`config.mk`:
```
export PLATFORM = sky130hd
export DESIGN_NAME = hmpf_prod
export DESIGN_NICKNAME = d
export VERILOG_FILES = /design/src/sv/hmpf_pkg.sv /design/src/sv/hmpf_prod.sv
export SDC_FILE = /design/constraint.sdc
export NUM_CORES = 2
export LEC_CHECK = 0
export BUFFER_PORTS_ARGS = -buffer_cell sky130_fd_sc_hd__buf_2
export CAP_MARGIN = 20
export CORE_UTILIZATION = 50
export DETAILED_ROUTE_END_ITERATION = 8
export GPL_TIMING_DRIVEN = 0
export PLACE_DENSITY = 0.66
export SLEW_MARGIN = 30
export SYNTH_ARGS = -nofsm -noshare
export SYNTH_HDL_FRONTEND = slang
export SYNTH_SLANG_ARGS = --single-unit
```
`constraint.sdc`:
```
create_clock -name clk_i -period 9.6 [get_ports clk_i]
set_input_delay 0.96 -clock clk_i [delete_from_list [all_inputs] [get_ports clk_i]]
set_output_delay 0.96 -clock clk_i [all_outputs]
set_load 0.01 [all_outputs]
```
`src/sv/hmpf_pkg.sv`:
```
package hmpf_pkg;

  localparam int DefMaxBins      = 1024;
  localparam int DefMaxHarmonics = 4;
  localparam int NoteLimit       = 8;
  localparam int GuardBins       = 6;
  localparam int ProdFactors     = 4;

  localparam int MagW  = 16;
  localparam int FundW = 10;
  localparam int HarmW = 3;
  localparam int NoteW = 4;
  localparam int ProdW = 64;
  localparam int CfgW  = 4;

  localparam logic [HarmW-1:0] HarmReset  = 3'd3;
  localparam logic [NoteW-1:0] NotesReset = 4'd4;

  typedef enum logic {
    CfgHarmonicCount = 1'b0,
    CfgMaxNotes      = 1'b1
  } cfg_idx_e;

  typedef enum logic [3:0] {
    StLoad,
    StScInit,
    StScChk,
    StScRd,
    StScWait,
    StMul0,
    StMul1,
    StCmp,
    StPeak,
    StDecide,
    StSupInit,
    StSupSet,
    StSupWr,
    StFin
  } state_e;

  typedef struct packed {
    logic [MagW-1:0] magnitude;
    logic            last_bin;
  } in_t;

  typedef struct packed {
    logic [FundW-1:0] fundamental_bin;
    logic [MagW-1:0]  peak_power;
    logic             last_note;
  } out_t;

endpackage

```
`src/sv/hmpf_prod.sv`:
```
module hmpf_prod (
  input  logic                                                 clk_i,
  input  logic [hmpf_pkg::ProdFactors-1:0][hmpf_pkg::MagW-1:0] fac_i,
  output logic [hmpf_pkg::ProdW-1:0]                           prod_o
);

  logic [2*hmpf_pkg::MagW-1:0] ab_q;
  logic [2*hmpf_pkg::MagW-1:0] cd_q;
  logic [hmpf_pkg::ProdW-1:0]  prod_q;

  always_ff @(posedge clk_i) begin
    ab_q   <= (2*hmpf_pkg::MagW)'(fac_i[0]) * (2*hmpf_pkg::MagW)'(fac_i[1]);
    cd_q   <= (2*hmpf_pkg::MagW)'(fac_i[2]) * (2*hmpf_pkg::MagW)'(fac_i[3]);
    prod_q <= hmpf_pkg::ProdW'(ab_q) * hmpf_pkg::ProdW'(cd_q);
  end

  assign prod_o = prod_q;

endmodule

```
==> impl_metrics.json <==
{
  "outcome": "completed",
  "rsz0062_at_grt": "no",
  "met3_usage_pct": 10.58,
  "antenna_found_initial": 14,
  "clk_path_buf_depth": 2,
  "top_usage_layer": "met2",
  "cts_inserted_buffers": 17,
  "grt_first_pass_wirelength_mm": 271.8,
  "drv_slew": 0,
  "met2_usage_pct": 52.70,
  "dieArea_mm2": 0.1070,
  "netlist_instances": 5796,
  "synth_area_mm2": 0.05286,
  "postSynthAreaPerCell_um2": 9.121,
  "placed_area_mm2": 0.05524,
  "holdBufCountCts": 0,
  "synthTopCellsByCount": "inv_1 (1,343), fa_1 (1,284), nand2_1 (811)",
  "synth_top_area_cell": "fa_1",
  "ant_nets": 0,
  "wl_mm": 185.2,
  "fin_crit_ps": 9260,
  "cts_root_buffer": "clkbuf_16",
  "clk_pin_slew_worst_paths_ps": 70,
  "min_from": "fac_i[32]",
  "setup-tns-final_ps": 0,
  "clock_skew_ps": 39.47,
  "yosysSeqAreaShare_pct": 4.847,
  "max_slew_margin_pct": 21.01,
  "finalCritPeriodShare_pct": 96.45,
  "cts_resized": 0,
  "critPathKind": "reg -> reg",
  "cts.sinks": 128,
  "post-route-util_pct": 53.60,
  "synthArstFlopShare_pct": 0,
  "port-buffer-count": 128,
  "vias": 41000,
  "r2r_end": "prod_o[51]$_DFF_P_",
  "grt_max_degree": 17,
  "finish.instance_area_mm2": 0.05587,
  "rows": 118,
  "design.core.area_mm2": 0.1042,
  "min_path_type": "in -> reg",
  "reg2reg_depth": 22,
  "drc": 0,
  "ios": 129,
  "htree_levels": 4,
  "synth.distinct_cells": 72,
  "drive_gt1_share_pct": 3.341,
  "synth-seq-cells": 128,
  "dpl.hpwl_mm": 156.2,
  "yosysMostFrequentCell": "inv_1",
  "max-cap-violations": 0,
  "whs_path_depth": 2,
  "cts_tree": "built",
  "netlist.area_leader.share_pct": 48.62,
  "grt.overflow.total": 0,
  "dr.pass1.iters": 5,
  "start_kind": "register",
  "syn_nets": 7616,
  "hold_violations": 0,
  "reg2reg_from": "cd_q[6]$_DFF_P_",
  "first_iter_violations": 3953,
  "max_freq_mhz": 108.0,
  "synth.area.top_cells": "fa_1 (49%), ha_1 (11%), inv_1 (9.5%)",
  "syn_to_final_growth_pct": 5.692,
  "via_per_inst": 5.580,
  "crit_path_max_fanout": 10,
  "gp_congestion": 1.064,
  "ys.flop_type": "dfxtp_1",
  "grt_usage_pct": 35.30,
  "worstPathArrival_ps": 9640,
  "grt_util_met1_pct": 45.93,
  "die_x_um": 327.2,
  "die_y_um": 327.2,
  "yosys_warnings": 0,
  "setup_violations": 0,
  "rrSetupSlack_ps": 340,
  "fin_nets": 7764,
  "start_util_pct": 50.72,
  "synth_edf_count": 0,
  "worstSetupEndpointType": "register",
  "cts_setup_buffers": 0,
  "routedWlPerCell_um": 25.21,
  "tightest_slew_ps": 1185,
  "hold_end": "cd_q[0]$_DFF_P_",
  "insertion_delay_ps": 540,
  "grt_pass1_vias": 41990,
  "crit_required_ps": 9990
}
cells in the final DEF, fill, tap and decap left out, types with 16 or more instances in the layout:
master | Yosys | routed
buf_2 | 8 | 136
inv_1 | 1343 | 1343
and2_1 | 799 | 799
ha_1 | 471 | 471
a21o_1 | 72 | 72
nor3_1 | 16 | 16
o21a_1 | 18 | 18
a21oi_1 | 118 | 118
xnor2_1 | 79 | 79
nor2b_1 | 16 | 16
o21ai_0 | 59 | 59
xor2_1 | 37 | 37
nor2_1 | 52 | 52
o21bai_1 | 17 | 17
fa_1 | 1284 | 1284
nand4_1 | 17 | 17
dfxtp_1 | 128 | 128
nand3_1 | 31 | 31
clkbuf_1 | 272 | 266
nand2_1 | 811 | 811
clkbuf_16 | 0 | 17
per-layer routing:
layer  vias up  wire [um]
met5         -         27
met4         4      12450
met3       488      22230
met2      2333      78980
met1     20910      71520
li1      17260          -
kinds of logic (layout without fill, tap and decap cells):
| family | Yosys count | count (layout) | share of synthesized area, % |
|---|---|---|---|
| and+or+nand+nor | 1795 | 1795 | 17.11 |
| xor gates and xnor gates | 116 | 116 | 1.922 |
| buffers and inverters | 1626 | 1787 | 11.58 |
| DFF | 128 | 128 | 4.847 |
| other | 0 | 10 | 0 |
| muxes | 3 | 3 | 0.05917 |
| adders and majority gates | 1755 | 1755 | 59.77 |
| AOI/OAI and AO/OA | 373 | 373 | 4.708 |
worst max path at each step:
stage                     start                  to
2_1_floorplan  ab_q[30]$_DFF_P_  prod_o[52]$_DFF_P_
3_3_place_gp   ab_q[16]$_DFF_P_  prod_o[51]$_DFF_P_
3_5_place_dp   ab_q[16]$_DFF_P_  prod_o[51]$_DFF_P_
4_1_cts        ab_q[16]$_DFF_P_  prod_o[51]$_DFF_P_
5_1_grt        cd_q[23]$_DFF_P_  prod_o[52]$_DFF_P_
6_report        cd_q[6]$_DFF_P_  prod_o[51]$_DFF_P_
cell type report:
| class | count | area (um^2) |
|---|---|---|
| clock inverter | 15 | 172.7 |
| timing repair buffer | 129 | 651.9 |
| tap | 1380 | 1727 |
| inverter | 1343 | 5041 |
| sequential | 128 | 2562 |
| buffer | 283 | 1090 |
| fill | 9832 | 48360 |
| clock buffer | 17 | 425.4 |
| antenna | 10 | 25.02 |
| multi-input combinational | 4042 | 44180 |
registers in the layout (all words and copies together), names as in the netlist:
name,count
ab_q,32
cd_q,32
prod_o,64
worst max-delay path, cell delays in order (launching register included):
cell and delay (ps):
dfxtp_1 670, clkbuf_1 830, and2_1 270, fa_1 450, fa_1 450, fa_1 560
inv_1 80, fa_1 660, inv_1 100, fa_1 500, fa_1 610, fa_1 450
fa_1 650, ha_1 400, nand4_1 350, nor4_1 140, o2111ai_1 140, a41oi_1 150
a311oi_1 670, nand2_1 180, a21boi_0 410, o221ai_1 220, xor2_1 170
per-stage QoR:
step | setup slack [ps] | cells | hold WS (ps)
floorplan | 2659 | 5796 | 486.9
global placement | 570.7 | 7304 | 843.2
detailed placement | 635.9 | 7304 | 836.9
CTS | 569.7 | 7336 | 815.9
global route | 121.1 | 7337 | 848.9
finish | 340.5 | 7347 | 855.6
Power is left out: the tool's default activity adds up to more than one toggle a clock period on the data nets, which glitch-free logic cannot reach.
